===== config.mk =====
export PLATFORM = sky130hd
export DESIGN_NAME = checksum_frame_receiver
export DESIGN_NICKNAME = d
export VERILOG_FILES = /design/src/hw/rtl/cfr_pkg.sv /design/src/hw/rtl/checksum_frame_receiver.sv /design/src/hw/rtl/cfr_out_buf.sv
export VERILOG_INCLUDE_DIRS = /design/src /design/src/hw/rtl
export SDC_FILE = /design/constraint.sdc
export NUM_CORES = 1
export LEC_CHECK = 0
export BUFFER_PORTS_ARGS = -buffer_cell sky130_fd_sc_hd__buf_2
export CORE_ASPECT_RATIO = 1.75
export CORE_MARGIN = 2
export CORE_UTILIZATION = 56
export CTS_BUF_LIST = sky130_fd_sc_hd__clkbuf_8
export CTS_CLUSTER_DIAMETER = 120
export CTS_CLUSTER_SIZE = 24
export DETAILED_ROUTE_END_ITERATION = 16
export PLACE_DENSITY = 0.79
export REMOVE_ABC_BUFFERS = 1
export SLEW_MARGIN = 20
export SYNTH_ARGS = -nofsm -noshare
export SYNTH_HDL_FRONTEND = slang
export SYNTH_HIERARCHICAL = 1
export SYNTH_SLANG_ARGS = --single-unit

===== constraint.sdc =====
create_clock -name clk_i -period 7.75 [get_ports clk_i]
set_clock_uncertainty 0.2 [all_clocks]
set_input_delay 1.9375 -clock clk_i [delete_from_list [all_inputs] [get_ports clk_i]]
set_output_delay 1.9375 -clock clk_i [all_outputs]
set_load 0.05 [all_outputs]

===== src/hw/rtl/assert_macros.svh =====
// ----------------------------------------------------------------------------
// Assertion macros
// Shared concurrent assertion helpers for the RTL.
// ----------------------------------------------------------------------------
`ifndef ASSERT_MACROS_SVH
`define ASSERT_MACROS_SVH

// Assertion clocked on clk, disabled while rst_n is low.
`define ASSERT_RST(lbl, clk, rst_n, prop) \
  lbl: assert property (@(posedge clk) disable iff (!rst_n) (prop)) \
    else $error("assertion failed");

// Same assertion with the default clock and reset names.
`define ASSERT_DEF(lbl, prop) \
  `ASSERT_RST(lbl, clk_i, rst_ni, prop)

`endif


===== src/hw/rtl/cfr_pkg.sv =====
// ----------------------------------------------------------------------------
// cfr_pkg
// Types and constants of the checksum frame receiver.
// ----------------------------------------------------------------------------
package cfr_pkg;

  localparam int unsigned FRAME_LEN = 13;
  localparam int unsigned IDX_W     = $clog2(FRAME_LEN + 1);

  localparam logic [7:0]       SYNC_BYTE  = 8'hA5;
  localparam logic [7:0]       LEN_BYTE   = 8'h08;
  localparam logic [IDX_W-1:0] SUM_INDEX  = IDX_W'(FRAME_LEN - 1);
  localparam logic [IDX_W-1:0] DATA_FIRST = IDX_W'(4);

  typedef enum logic [1:0] {
    FUNC_BYTE = 2'd0,
    FUNC_TICK = 2'd1,
    FUNC_ARM  = 2'd2
  } func_e;

  typedef enum logic {
    REG_SLAVE_ADDR = 1'b0,
    REG_TIMEOUT    = 1'b1
  } reg_idx_e;

  typedef struct packed {
    logic        status;
    logic [7:0]  command;
    logic [63:0] payload;
  } result_t;

endpackage


===== src/hw/rtl/checksum_frame_receiver.sv =====
// ----------------------------------------------------------------------------
// checksum_frame_receiver
// Checks a 13-byte reply frame with additive checksum and reports its data.
// ----------------------------------------------------------------------------
// One item (received byte, tick or arm) is taken per clock cycle while in_stall_o
// is low; its result, if any, shows at the output register in the cycle after the
// transfer when that register is free, otherwise it waits in the skid entry until
// the sink takes the earlier result. The per-byte compare, checksum add and timer
// compare are all combinational from the item ports into the state and result
// registers. An output register plus one skid entry separate the sink:
// in_stall_o rises only when both hold results the sink has not yet taken.
module checksum_frame_receiver (
  input  logic        clk_i,
  input  logic        rst_ni,
  input  logic        cfg_we_i,
  input  logic        cfg_idx_i,
  input  logic [15:0] cfg_wdata_i,
  input  logic        in_valid_i,
  output logic        in_stall_o,
  input  logic [1:0]  func_i,
  input  logic [7:0]  value_i,
  output logic        out_valid_o,
  input  logic        out_stall_i,
  output logic        status_o,
  output logic [7:0]  command_o,
  output logic [63:0] payload_o
);

  `include "assert_macros.svh"

  logic [7:0]                slave_addr_q;
  logic [15:0]               timeout_q;
  logic                      armed_q, armed_d;
  logic [cfr_pkg::IDX_W-1:0] idx_q, idx_d;
  logic [7:0]                sum_q, sum_d;
  logic [7:0]                exp_cmd_q, exp_cmd_d;
  logic [63:0]               pay_q, pay_d;
  logic [15:0]               ticks_q, ticks_d;

  logic             accept;
  logic             buf_full;
  logic             res_valid;
  cfr_pkg::result_t res;
  cfr_pkg::result_t out_data;
  logic             bad;

  assign accept = in_valid_i && !buf_full;

  always_ff @(posedge clk_i or negedge rst_ni) begin
    if (!rst_ni) begin
      slave_addr_q <= 8'd1;
      timeout_q    <= 16'd2000;
    end else if (cfg_we_i) begin
      unique case (cfr_pkg::reg_idx_e'(cfg_idx_i))
        cfr_pkg::REG_SLAVE_ADDR: slave_addr_q <= cfg_wdata_i[7:0];
        cfr_pkg::REG_TIMEOUT:    timeout_q    <= cfg_wdata_i;
        default: ;
      endcase
    end
  end

  always_comb begin
    unique case (idx_q)
      4'd0:    bad = (value_i != cfr_pkg::SYNC_BYTE);
      4'd1:    bad = (value_i != slave_addr_q);
      4'd2:    bad = (value_i != exp_cmd_q);
      4'd3:    bad = (value_i != cfr_pkg::LEN_BYTE);
      default: bad = (idx_q > cfr_pkg::SUM_INDEX) ||
                     ((idx_q == cfr_pkg::SUM_INDEX) && (value_i != sum_q));
    endcase
  end

  always_comb begin
    armed_d     = armed_q;
    idx_d       = idx_q;
    sum_d       = sum_q;
    exp_cmd_d   = exp_cmd_q;
    pay_d       = pay_q;
    ticks_d     = ticks_q;
    res_valid   = 1'b0;
    res.status  = 1'b0;
    res.command = exp_cmd_q;
    res.payload = pay_q;
    if (accept) begin
      case (cfr_pkg::func_e'(func_i))
        cfr_pkg::FUNC_ARM: begin
          armed_d   = 1'b1;
          exp_cmd_d = value_i;
          pay_d     = '0;
          ticks_d   = '0;
          idx_d     = '0;
          sum_d     = '0;
        end
        cfr_pkg::FUNC_TICK: begin
          if (armed_q) begin
            if (ticks_q != 16'hFFFF) begin
              ticks_d = ticks_q + 16'd1;
            end
            if (ticks_d > timeout_q) begin
              armed_d     = 1'b0;
              idx_d       = '0;
              sum_d       = '0;
              res_valid   = 1'b1;
              res.status  = 1'b1;
              res.payload = '0;
            end
          end
        end
        cfr_pkg::FUNC_BYTE: begin
          if (armed_q) begin
            if (bad) begin
              idx_d = '0;
              sum_d = '0;
            end else if (idx_q == cfr_pkg::SUM_INDEX) begin
              armed_d   = 1'b0;
              idx_d     = '0;
              sum_d     = '0;
              res_valid = 1'b1;
            end else begin
              if (idx_q >= cfr_pkg::DATA_FIRST) begin
                pay_d = {pay_q[55:0], value_i};
              end
              sum_d = sum_q + value_i;
              idx_d = idx_q + 1'b1;
            end
          end
        end
        default: ;
      endcase
    end
  end

  always_ff @(posedge clk_i or negedge rst_ni) begin
    if (!rst_ni) begin
      armed_q   <= 1'b0;
      idx_q     <= '0;
      sum_q     <= '0;
      exp_cmd_q <= '0;
      pay_q     <= '0;
      ticks_q   <= '0;
    end else begin
      armed_q   <= armed_d;
      idx_q     <= idx_d;
      sum_q     <= sum_d;
      exp_cmd_q <= exp_cmd_d;
      pay_q     <= pay_d;
      ticks_q   <= ticks_d;
    end
  end

  cfr_out_buf u_out_buf (
    .clk_i       (clk_i),
    .rst_ni      (rst_ni),
    .push_i      (res_valid),
    .data_i      (res),
    .full_o      (buf_full),
    .out_valid_o (out_valid_o),
    .out_stall_i (out_stall_i),
    .data_o      (out_data)
  );

  assign in_stall_o = buf_full;
  assign status_o   = out_data.status;
  assign command_o  = out_data.command;
  assign payload_o  = out_data.payload;

  `ASSERT_DEF(a_stall_needs_out, in_stall_o |-> out_valid_o)
  `ASSERT_DEF(a_res_only_armed, res_valid |-> armed_q)
  `ASSERT_DEF(a_idx_range, idx_q <= cfr_pkg::SUM_INDEX)
  `ASSERT_DEF(a_arm_restarts,
              (accept && func_i == cfr_pkg::FUNC_ARM) |=> (armed_q && idx_q == '0))
  `ASSERT_DEF(a_res_disarms, res_valid |=> !armed_q || $past(func_i) == cfr_pkg::FUNC_ARM)

endmodule


===== src/hw/rtl/cfr_out_buf.sv =====
// ----------------------------------------------------------------------------
// cfr_out_buf
// Output register with one skid entry between the receiver and its sink.
// ----------------------------------------------------------------------------
module cfr_out_buf (
  input  logic             clk_i,
  input  logic             rst_ni,
  input  logic             push_i,
  input  cfr_pkg::result_t data_i,
  output logic             full_o,
  output logic             out_valid_o,
  input  logic             out_stall_i,
  output cfr_pkg::result_t data_o
);

  logic             out_valid_q;
  logic             skid_valid_q;
  cfr_pkg::result_t out_data_q;
  cfr_pkg::result_t skid_data_q;
  logic             out_free;

  assign out_free = !out_valid_q || !out_stall_i;

  always_ff @(posedge clk_i or negedge rst_ni) begin
    if (!rst_ni) begin
      out_valid_q  <= 1'b0;
      skid_valid_q <= 1'b0;
    end else if (out_free) begin
      out_valid_q  <= skid_valid_q || push_i;
      skid_valid_q <= 1'b0;
    end else if (push_i) begin
      skid_valid_q <= 1'b1;
    end
  end

  always_ff @(posedge clk_i) begin
    if (out_free) begin
      if (skid_valid_q) begin
        out_data_q <= skid_data_q;
      end else if (push_i) begin
        out_data_q <= data_i;
      end
    end else if (push_i) begin
      skid_data_q <= data_i;
    end
  end

  assign full_o      = skid_valid_q;
  assign out_valid_o = out_valid_q;
  assign data_o      = out_data_q;

endmodule


# Yosys cells after proc, flatten, opt, wreduce, memory -nomap -nowiden
# Index checks and enable logic that the tools add are counted.
[op_classes]
addsub = 3
magnitude_cmp = 3
eq_ne = 18
muxes = 47
bitwise_logic = 2
n_reduce_logical = 24
[ops]
columns = ["op", "n"]
rows = [
  ["64-bit 2-to-1 mux", 8],
  ["73-bit 2-to-1 mux", 2],
  ["64-bit one-hot mux with 2 select lines", 1],
  ["16-bit 2-to-1 mux", 5],
  ["8-bit 2-to-1 mux", 5],
  ["16-bit one-hot mux with 2 select lines", 1],
  ["8-bit != test", 3],
  ["8-bit one-hot mux with 3 select lines", 1],
  ["4-bit 2-to-1 mux", 5],
  ["16-bit by 1-bit adder with 16-bit output, second input constant", 1],
  ["16-bit > comparator", 1],
  ["16-bit != test, second input constant", 1],
  ["1-bit 2-to-1 mux", 15],
  ["2-bit != test, second input constant", 6],
  ["4-bit one-hot mux with 3 select lines", 1],
  ["2-bit AND reduction", 6],
  ["8-bit adder", 1],
  ["4-bit by 2-bit == test with 1-bit output, second input constant", 2],
  ["8-bit by 4-bit != test with 1-bit output, second input constant", 1],
  ["8-bit != test, second input constant", 1],
  ["2-bit nonzero test", 4],
  ["6-bit AND reduction", 1],
  ["5-bit AND reduction", 1],
  ["4-bit by 1-bit adder with 4-bit output, second input constant", 1],
  ["other kinds (17)", 23],
]
[totals]
reg_bits = 273
inputBits = 32
out_inout_bits = 75
word_cells = 113

# Longest topological paths before layout
# Gate-level depths: netlist (run 1).
[depth]
word_depth = 12
ltp_mapped = 20
ltp_nobuf = 15

# By module
# Netlist (run 1), hierarchy kept.
[by_module_without_submodules]
columns = ["mod", "n_inst", "cells_per_inst", "area_per_inst_um2"]
rows = [
  ["checksum_frame_receiver", 1, 764, 6854.1],
  ["cfr_out_buf", 1, 233, 5470.2],
]

# Least setup slack after synthesis (run 1)
# Ideal clock, no wire load.
[synth_path]
path_kind = "in2reg"
start = "input port value_i[2]"
end = "register u_out_buf.out_data_q (netlist bit u_out_buf/data_o[0]) (enable)"
t_arrival_ns = 7.147
slack_ns = -0.136
path_stages = 7
n_path_buf = 0
cell_sequence = "ha_1 -> nor4b_1 -> a31oi_1 -> nor4b_1 -> a21oi_1 -> nor3_1 -> a2bb2oi_1"
[synth_between]
elab_chain_cells = 10
word_cells_on_any_way = 14
cone_classes = "eq/ne: 5; mux: 5; reduce/logical: 4"
[synth_rtl]
columns = ["item", "line", "text"]
rows = [
  ["start, declared", "checksum_frame_receiver.sv:21", "input logic [7:0] value_i,"],
  ["8-bit != test", "checksum_frame_receiver.sv:69", "((idx_q == cfr_pkg::SUM_INDEX) && (value_i != sum_q));"],
  ["1-bit logical AND", "checksum_frame_receiver.sv:69", ""],
  ["1-bit logical OR", "checksum_frame_receiver.sv:68", "default: bad = (idx_q > cfr_pkg::SUM_INDEX) ||"],
  ["1-bit one-hot mux with 4 select lines (*)", "checksum_frame_receiver.sv:63", "unique case (idx_q)"],
  ["1-bit 2-to-1 mux (*)", "checksum_frame_receiver.sv:111", "if (bad) begin"],
  ["1-bit 2-to-1 mux (*)", "checksum_frame_receiver.sv:110", "if (armed_q) begin"],
  ["1-bit one-hot mux with 2 select lines (*)", "checksum_frame_receiver.sv:85", "case (cfr_pkg::func_e'(func_i))"],
  ["1-bit 2-to-1 mux (*)", "checksum_frame_receiver.sv:84", "if (accept) begin"],
  ["net res_valid", "checksum_frame_receiver.sv:42", "logic res_valid;"],
  ["2-bit nonzero test (no line) (*)", "-", ""],
  ["2-bit AND reduction (no line) (*)", "-", ""],
  ["end signal, assigned", "cfr_out_buf.sv:39", "out_data_q <= skid_data_q;"],
  ["end signal, assigned", "cfr_out_buf.sv:41", "out_data_q <= data_i;"],
  ["end, declared", "cfr_out_buf.sv:18", "cfr_pkg::result_t out_data_q;"],
]
# Mark *: on every way through the listed nets, which the timed path passes. The rest lies on a longest branch.
# A chain may end at the register's enable or synchronous reset.

# Worst setup path after layout (run 1)
[layout_path]
start = "register ticks_q[2]"
end = "register u_out_buf.out_data_q (netlist bit u_out_buf/data_o[28]) (enable)"
[layout_between]
elab_chain_cells = 12
word_cells_on_any_way = 13
cone_classes = "add/sub: 1; order compare: 1; eq/ne: 1; mux: 8; reduce/logical: 2"
[layout_rtl]
columns = ["item", "line", "text"]
rows = [
  ["start, declared", "checksum_frame_receiver.sv:38", "logic [15:0] ticks_q, ticks_d;"],
  ["start signal, assigned", "checksum_frame_receiver.sv:147", "ticks_q <= ticks_d;"],
  ["16-bit by 1-bit adder with 16-bit output or 16-bit != test (tied branches)", "checksum_frame_receiver.sv:97, checksum_frame_receiver.sv:96", ""],
  ["16-bit 2-to-1 mux (*)", "checksum_frame_receiver.sv:96", "if (ticks_q != 16'hFFFF) begin"],
  ["16-bit 2-to-1 mux (*)", "checksum_frame_receiver.sv:95", "if (armed_q) begin"],
  ["16-bit 2-to-1 mux (*)", "checksum_frame_receiver.sv:85", ""],
  ["16-bit 2-to-1 mux (*)", "checksum_frame_receiver.sv:84", ""],
  ["16-bit > comparator (*)", "checksum_frame_receiver.sv:99", "if (ticks_d > timeout_q) begin"],
  ["1-bit 2-to-1 mux (*)", "checksum_frame_receiver.sv:99", ""],
  ["1-bit 2-to-1 mux (*)", "checksum_frame_receiver.sv:95", ""],
  ["1-bit one-hot mux with 2 select lines (*)", "checksum_frame_receiver.sv:85", ""],
  ["1-bit 2-to-1 mux (*)", "checksum_frame_receiver.sv:84", ""],
  ["net res_valid", "checksum_frame_receiver.sv:42", ""],
  ["2-bit nonzero test (no line) (*)", "-", ""],
  ["2-bit AND reduction (no line) (*)", "-", ""],
]
# Mark *: on every way through the listed nets, which the timed path passes. The rest lies on a longest branch. The select of a mux whose other input is x is not followed.

==> results of run 1 <==
path summary, 6_finish.rpt:
kind,from,depth (start not counted),endpoint,slack [ps]
setup reg to reg,ticks_q[2]$_DFFE_PN0P_,16,u_out_buf/data_o[28]$_DFFE_PP_,1940
hold / removal,pay_q[57]$_DFFE_PN0P_,2,pay_q[57]$_DFFE_PN0P_,270
min in group asynchronous,rst_ni,1,sum_q[7]$_DFFE_PN0P_,1160
setup / recovery,ticks_q[2]$_DFFE_PN0P_,16,u_out_buf/data_o[28]$_DFFE_PP_,1940
hold reg to reg,pay_q[57]$_DFFE_PN0P_,2,pay_q[57]$_DFFE_PN0P_,270
max in group asynchronous,rst_ni,2,u_out_buf/full_o$_DFFE_PN0P_,4760
cell usage after synthesis (all sizes together), types with 8 or more instances:
cell type,instances
nand3,74
clkbuf,38
mux2,100
a31oi,14
inv,25
ha,28
xor2,8
o21ai,18
and2,69
nand2,198
xnor2,17
buf,13
nor2,14
a21oi,16
dfrtp,120
edfxtp,146
layout make-up:
type	instances	share of cell area
Multi-Input combinational cell	648	0.333
Clock inverter	11	0.00432
Inverter	25	0.00704
Clock buffer	15	0.0155
Tap cell	292	0.0274
Timing Repair Buffer	113	0.0442
Sequential cell	273	0.568
worst max-delay path: stages, from the launching register on:
cell       delay (ps)
dfrtp_1           470
and3_1            380
nand4_4           180
nor4_1            490
nor2_1            250
and4_1            310
xor2_1            150
ha_1              300
nand4_1           110
nor3_1            240
o211ai_1          130
o211ai_1          190
and2_1            220
a21oi_1            70
nor3_1            560
a2bb2oi_4         780
buf_4             430
per-stage QoR:
step / TNS, ps / total power [uW]
4_1_cts: 0 / 2390
3_5_place_dp: 0 / 1790
6_report: 0 / 2360
5_1_grt: 0 / 2460
2_1_floorplan: -9880 / 1710
3_3_place_gp: 0 / 1780
flip-flops by register name, summed over array words and instances, names as in the netlist, 4 cells and up:
| signal | flops |
|---|---|
| u_out_buf/data_o | 73 |
| pay_q | 64 |
| ticks_q | 16 |
| exp_cmd_q | 8 |
| u_out_buf/skid_data_q | 73 |
| idx_q | 4 |
| timeout_q | 16 |
| sum_q | 8 |
| slave_addr_q | 8 |
layer usage:
layer,vias up,GRT usage,share of wire
met5,-,0,0
met3,41,0.0251,0.038
li1,3678,-,-
met2,174,0.379,0.54
met4,0,0.0591,0.026
met1,3729,0.260,0.40
power groups by stage:
stage	Combinational, uW	Sequential (uW)	Clock, uW
floorplan	97.8	1610	0
global placement	157	1620	0
detailed placement	161	1620	0
CTS	162	1590	634
global route	180	1600	678
finish	160	1590	609
logic make-up after synthesis:
family	Yosys count
xor+xnor	25
simple gates	399
flops	273
compound gates	95
fa+ha+maj	29
mux	100
buf+inv	76
==> flow_summary.ini, run 1 <==
[floorplanning]
core_area_mm2 = 0.0216
rows = 71
initial_core_util = 0.571
die_x_um = 116
ios = 107
fp.dieH_um = 200
dieArea_mm2 = 0.0233

[timing]
min_period_ps = 5810
fin_ws_ps = 1940
finalSetupViolCount = 0
relSlewSlack = 0.311
fmax_ghz = 0.172
whs_ps = 274
worst_pin_slew_ps = 1030
slew_viol_final = 0
final-hold-violation-count = 0
rsz0062_at_grt = false
min_period_over_period = 0.749

[synthesis]
synth-xor-area-share = 0.0178
yosys-top-cells-area = edfxtp_1, dfrtp_1, nand2_1, mux2_2, mux2_4
synth-async-reset-ratio = 0.465
syn_inst = 997
avgSynthCellArea_um2 = 12.4
synth_area_mm2 = 0.0123
muxShareOfSynthArea = 0.101
ys_ff_latch = 273
synthFlopType = edfxtp_1
ys_warn_count = 6
synth_top_family_by_area = simple AND/OR/NAND/NOR gates
yosysTopAreaCellShare = 0.356
synth_adder_area_share = 0.0301
synth_edf_count = 146
yosysTopAreaCell = edfxtp_1
synthDistinctLibCells = 62
synth_compound_area_frac = 0.0537
synth_seq_area_share = 0.614
synth-simple-area-share = 0.156

[worst_hold_path]
hold_path.class = reg2reg

[pwr]
clkPwrFrac = 0.258
p_leak_uw = 0.00592
powerDensity_mw_per_mm2 = 177
switching_share = 0.230
power.switching_uw = 544
max-vdd-ir-drop_v = 0.000156
pwr-share-seq = 0.675
intPower_uw = 1820
pwr-share-comb = 0.068

[finish]
syn_to_final_growth_pct = 8.19
drive_above_1_share = 0.228
fillers = 1721
fin_area_mm2 = 0.0133
final_common_cell = nand2_1
instances_no_fill = 1377
finish.utilization = 0.618
multi_input_area_mm2 = 0.00445
final_cell_mix = nand2_1, edfxtp_1, dfrtp_1
antenna_cells = 0
layout.nets = 1137
regArea_mm2 = 0.00757

[cts]
numCtsBuffers = 15
cts_resized = 0
htreeDepth = 1
clkSlewWorstSetupHoldPaths_ps = 140
postCtsHoldBufs = 0
cts_buffer_depth = 3
cts_tree = built
worstSkewPairLatency_ps = 540
post-cts-setup-buffer-count = 0
root_buffer = clkbuf_8
clock_sinks = 273

[run_status]
status = finished clean

[critical_path]
crit_path_end_kind = register
startpoint_type = register
critPathRequiredTime_ps = 7770
worstPathMaxFanout = 29
worstPathArrival_ps = 5820
crit_type = reg2reg

[grt]
grt_pass1_wl_um = 39000
grt_overflow_total = 0
grt_pass1_vias = 7605
grt_max_degree = 74
groute.usage.overall = 0.209
antenna_found_initial = 0

[place]
placed_cell_area_mm2 = 0.0131
port_buffers = 106
globalplace.congestion = 0.915
dp_cells = 1351
pre_cts_ws_ps = 1890
post-dp-hpwl_um = 16500

[routing]
viasPerCell = 5.54
routed_wl_um = 23900
wl_per_cell_um = 17.3
drt-initial-drc-count = 387
ant_nets = 0
vias = 7622
drt_first_pass_iters = 4
post-route-drc-count = 0

[flow_run]
cap_violations = 0
No activity file was read; power rests on OpenSTA's default activity.
==> inputs of run 2 (changes only) <==
--- a/config.mk
+++ b/config.mk
@@ -9,12 +9,12 @@
 export BUFFER_PORTS_ARGS = -buffer_cell sky130_fd_sc_hd__buf_2
 export CORE_ASPECT_RATIO = 1.75
 export CORE_MARGIN = 2
-export CORE_UTILIZATION = 56
+export CORE_UTILIZATION = 62
 export CTS_BUF_LIST = sky130_fd_sc_hd__clkbuf_8
 export CTS_CLUSTER_DIAMETER = 120
 export CTS_CLUSTER_SIZE = 24
 export DETAILED_ROUTE_END_ITERATION = 16
-export PLACE_DENSITY = 0.79
+export PLACE_DENSITY = 0.82
 export REMOVE_ABC_BUFFERS = 1
 export SLEW_MARGIN = 20
 export SYNTH_ARGS = -nofsm -noshare
==> constraint.sdc (replaced) <==
create_clock -name clk_i -period 6.1 [get_ports clk_i]
set_clock_uncertainty 0.2 [all_clocks]
set_input_delay 1.525 -clock clk_i [delete_from_list [all_inputs] [get_ports clk_i]]
set_output_delay 1.525 -clock clk_i [all_outputs]
set_load 0.05 [all_outputs]
==> flow_summary.ini, run 2 (synthesis results as in run 1) <==
[cts]
cts_buffer_depth = 3
worstSkewPairLatency_ps = 530
cts_resized = 0
cts_tree = built
root_buffer = clkbuf_8
clkSlewWorstSetupHoldPaths_ps = 150
clock_sinks = 273
postCtsHoldBufs = 0
post-cts-setup-buffer-count = 0
htreeDepth = 1
numCtsBuffers = 15

[place]
port_buffers = 106
pre_cts_ws_ps = 834
globalplace.congestion = 0.877
post-dp-hpwl_um = 15800

[critical_path]
critPathRequiredTime_ps = 6080
worstPathArrival_ps = 5330
crit_path_end_kind = register
startpoint_type = register
worstPathMaxFanout = 73
crit_type = reg2reg

[grt]
groute.usage.overall = 0.226
grt_overflow_total = 0
grt_pass1_wl_um = 39000
grt_max_degree = 86
antenna_found_initial = 1
grt_pass1_vias = 7899

[floorplanning]
initial_core_util = 0.627
die_x_um = 111
rows = 68
fp.dieH_um = 191
core_area_mm2 = 0.0197
ios = 107
dieArea_mm2 = 0.0211

[timing]
fmax_ghz = 0.187
finalSetupViolCount = 0
min_period_ps = 5350
whs_ps = 283
min_period_over_period = 0.877
relSlewSlack = 0.244
worst_pin_slew_ps = 1130
fin_ws_ps = 747
rsz0062_at_grt = false
final-hold-violation-count = 0
slew_viol_final = 0

[pwr]
p_leak_uw = 0.00592
max-vdd-ir-drop_v = 0.000216
powerDensity_mw_per_mm2 = 226

[finish]
layout.nets = 1137
finish.utilization = 0.676
fillers = 1425
final_common_cell = nand2_1
drive_above_1_share = 0.227
final_cell_mix = nand2_1, edfxtp_1, dfrtp_1
syn_to_final_growth_pct = 7.88

[routing]
drt_first_pass_iters = 4
post-route-drc-count = 0
vias = 7756
viasPerCell = 5.83
drt-initial-drc-count = 421
routed_wl_um = 23900
ant_nets = 0
wl_per_cell_um = 18.0

[worst_hold_path]
hold_path.class = reg2reg

[run_status]
status = finished clean

[flow_run]
cap_violations = 0
run 2: changes by cell type in the layout (fill, tap and decap cells not counted), sizes merged:
| cell | change |
|---|---|
| clkinvlp | -1 |
| diode | +1 |
run 2: report_power, final:
part           switching (uW)  internal [uW]
clock                     536            242
combinational             116           79.7
sequential               38.3           1990
total                     691           2310
run 2: layer usage:
| layer | routed length (um) | GRT usage |
|---|---|---|
| met1 | 9360 | 0.268 |
| met2 | 12700 | 0.418 |
| met3 | 985 | 0.0270 |
| met5 | 0 | 0 |
| met4 | 859 | 0.0894 |
run 2: worst max-delay path, cell delays in order (launching register included):
cell	delay, ps
dfrtp_1	480
and3_1	370
nand4_4	170
nor4_1	490
nor2_1	250
and4_1	290
xor2_1	150
ha_1	300
nand4_1	170
nor3_1	320
a211oi_1	140
o211ai_1	160
and2_1	200
a21oi_1	70
nor3_1	510
and3_4	320
buf_12	330
run 2: path summary, 6_finish.rpt:
kind | from | endpoint | slack (ps) | depth (start not counted)
hold / removal | pay_q[62]$_DFFE_PN0P_ | pay_q[62]$_DFFE_PN0P_ | 280 | 2
max in group asynchronous | rst_ni | timeout_q[12]$_DFFE_PN0P_ | 3740 | 2
setup reg to reg | ticks_q[2]$_DFFE_PN0P_ | u_out_buf/skid_data_q[1]$_DFFE_PP_ | 750 | 16
setup / recovery | ticks_q[2]$_DFFE_PN0P_ | u_out_buf/skid_data_q[1]$_DFFE_PP_ | 750 | 16
min in group asynchronous | rst_ni | sum_q[3]$_DFFE_PN0P_ | 860 | 1
hold reg to reg | pay_q[62]$_DFFE_PN0P_ | pay_q[62]$_DFFE_PN0P_ | 280 | 2
run 2: cell type report:
cell class / count / area [um2] / area share
clock inverters: 10 / 50.0 / 0.00376
flip-flops and latches: 273 / 7570 / 0.570
clock buffers: 15 / 206 / 0.0155
inverters: 25 / 93.8 / 0.00706
diodes: 1 / 2.50 / 0.000188
multi-input cells: 648 / 4450 / 0.334
repair buffers: 113 / 614 / 0.0462
well taps: 245 / 307 / 0.0231
run 2: per-stage QoR:
stage	setup TNS [ps]	power [uW]	cell area, um2	instances
floorplan	-122190	2170	12100	946
global placement	0	2250	13000	1304
detailed placement	0	2260	13000	1304
CTS	0	3030	13300	1329
global route	0	3120	13300	1330
finish	0	3000	13300	1330
==> inputs of run 3 (changes only) <==
--- a/config.mk
+++ b/config.mk
@@ -6,14 +6,14 @@
 export SDC_FILE = /design/constraint.sdc
 export NUM_CORES = 1
 export LEC_CHECK = 0
-export BUFFER_PORTS_ARGS = -buffer_cell sky130_fd_sc_hd__buf_2
 export CORE_ASPECT_RATIO = 1.75
 export CORE_MARGIN = 2
-export CORE_UTILIZATION = 62
+export CORE_UTILIZATION = 66
 export CTS_BUF_LIST = sky130_fd_sc_hd__clkbuf_8
 export CTS_CLUSTER_DIAMETER = 120
 export CTS_CLUSTER_SIZE = 24
 export DETAILED_ROUTE_END_ITERATION = 16
+export DONT_BUFFER_PORTS = 1
 export PLACE_DENSITY = 0.82
 export REMOVE_ABC_BUFFERS = 1
 export SLEW_MARGIN = 20
==> constraint.sdc (replaced) <==
create_clock -name clk_i -period 6.1 [get_ports clk_i]
set_clock_uncertainty 0.2 [all_clocks]
set_input_delay 1.22 -clock clk_i [delete_from_list [all_inputs] [get_ports clk_i]]
set_output_delay 1.22 -clock clk_i [all_outputs]
set_load 0.05 [all_outputs]
==> flow_summary.ini, run 3 (synthesis results as in run 1) <==
[run_status]
status = finished clean

[floorplanning]
dieArea_mm2 = 0.0198
core_area_mm2 = 0.0184
initial_core_util = 0.669
ios = 107
rows = 66
fp.dieH_um = 185
die_x_um = 107

[grt]
grt_overflow_total = 0
grt_max_degree = 128
antenna_found_initial = 0
grt_pass1_vias = 7388
grt_pass1_wl_um = 38100
groute.usage.overall = 0.243

[timing]
relSlewSlack = 0.329
finalSetupViolCount = 0
slew_viol_final = 0
rsz0062_at_grt = false
fmax_ghz = 0.178
min_period_over_period = 0.919
worst_pin_slew_ps = 1010
final-hold-violation-count = 0
min_period_ps = 5610

[finish]
finish.utilization = 0.696
fillers = 1304
syn_to_final_growth_pct = 3.96
antenna_cells = 0
drive_above_1_share = 0.149
layout.nets = 1038
final_common_cell = nand2_1
final_cell_mix = nand2_1, edfxtp_1, dfrtp_1
instances_no_fill = 1223

[cts]
cts_buffer_depth = 3
root_buffer = clkbuf_8
postCtsHoldBufs = 0
clock_sinks = 273
worstSkewPairLatency_ps = 520
htreeDepth = 1
clkSlewWorstSetupHoldPaths_ps = 130
cts_tree = built
cts_resized = 0
numCtsBuffers = 15
post-cts-setup-buffer-count = 0

[place]
globalplace.congestion = 0.893
post-dp-hpwl_um = 15800
dp_cells = 1198
port_buffers = 0

[critical_path]
critPathRequiredTime_ps = 6130
crit_path_end_kind = register
worstPathMaxFanout = 27
startpoint_type = register
worstPathArrival_ps = 5640
crit_type = reg2reg

[routing]
routed_wl_um = 23700
drt-initial-drc-count = 403
vias = 7380
post-route-drc-count = 0
viasPerCell = 6.03
wl_per_cell_um = 19.3
drt_first_pass_iters = 7
ant_nets = 0

[pwr]
p_leak_uw = 0.00549
max-vdd-ir-drop_v = 0.000219
powerDensity_mw_per_mm2 = 231

[worst_hold_path]
hold_path.class = in2async

[flow_run]
cap_violations = 0
run 3: cell count changes in the layout (fill, tap and decap cells not counted):
| cell | before | now |
|---|---|---|
| buf_12 | 2 | 3 |
| buf_2 | 105 | 0 |
| buf_6 | 1 | 0 |
| diode_2 | 1 | 0 |
| buf_4 | 5 | 11 |
run 3: where the power goes:
group / internal, uW / switching, uW / leakage [uW] / total (uW)
registers: 1990 / 35.5 / 0.00300 / 2020
clock network: 241 / 531 / 0.000163 / 773
logic: 72.3 / 89.2 / 0.00233 / 161
total: 2300 / 656 / 0.00549 / 2960
run 3: worst max-delay path: stages (launching register included):
cell and delay, ps:
dfrtp_1 480, and3_1 370, nand4_4 170, nor4_1 460, nor2_1 240, and4_1 300, xor2_1 150, ha_1 290
nand4_1 130, nor3_1 470, o211ai_1 280, o211ai_1 320, and2_1 250, a21oi_1 80, nor3_1 150, buf_4 170
a2bb2oi_4 530, buf_12 280
run 3: path summary, 6_finish.rpt:
check,end,cells after the start,from,slack (ps)
max,u_out_buf/data_o[40]$_DFFE_PP_,17,ticks_q[2]$_DFFE_PN0P_,490
max in group asynchronous,timeout_q[6]$_DFFE_PN1P_,0,rst_ni,5190
max reg2reg,u_out_buf/data_o[40]$_DFFE_PP_,17,ticks_q[2]$_DFFE_PN0P_,490
min in group clk_i,pay_q[60]$_DFFE_PN0P_,2,pay_q[60]$_DFFE_PN0P_,270
min reg2reg,pay_q[60]$_DFFE_PN0P_,2,pay_q[60]$_DFFE_PN0P_,270
min,pay_q[35]$_DFFE_PN0P_,0,rst_ni,180
run 3: metrics by stage:
step	cell area [um2]	setup TNS (ps)	setup WS, ps	hold slack [ps]	total power (uW)
after floorplan	12100	-122190	-1670	230	2170
after global placement	12600	0	684	241	2210
after detailed placement	12600	0	541	248	2220
after CTS	12800	0	534	155	2990
after global routing	12800	0	209	154	3070
final	12800	0	494	183	2960
run 3: final cells by class:
type                    instances  area, um2  share of cell area
flip-flops and latches        273       7570               0.591
multi-input cells             648       4450               0.347
well taps                     238        298              0.0232
clock buffers                  15        206              0.0161
repair buffers                 14        143              0.0111
inverters                      25       93.8             0.00732
clock inverters                10       50.0             0.00391
run 3: metal layers:
layer | share of wire | vias to the layer above | global-route usage
li1 | - | 3470 | -
met4 | 0.037 | 0 | 0.0935
met1 | 0.39 | 3647 | 0.301
met3 | 0.050 | 58 | 0.0401
met2 | 0.53 | 205 | 0.426
met5 | 0 | - | 0
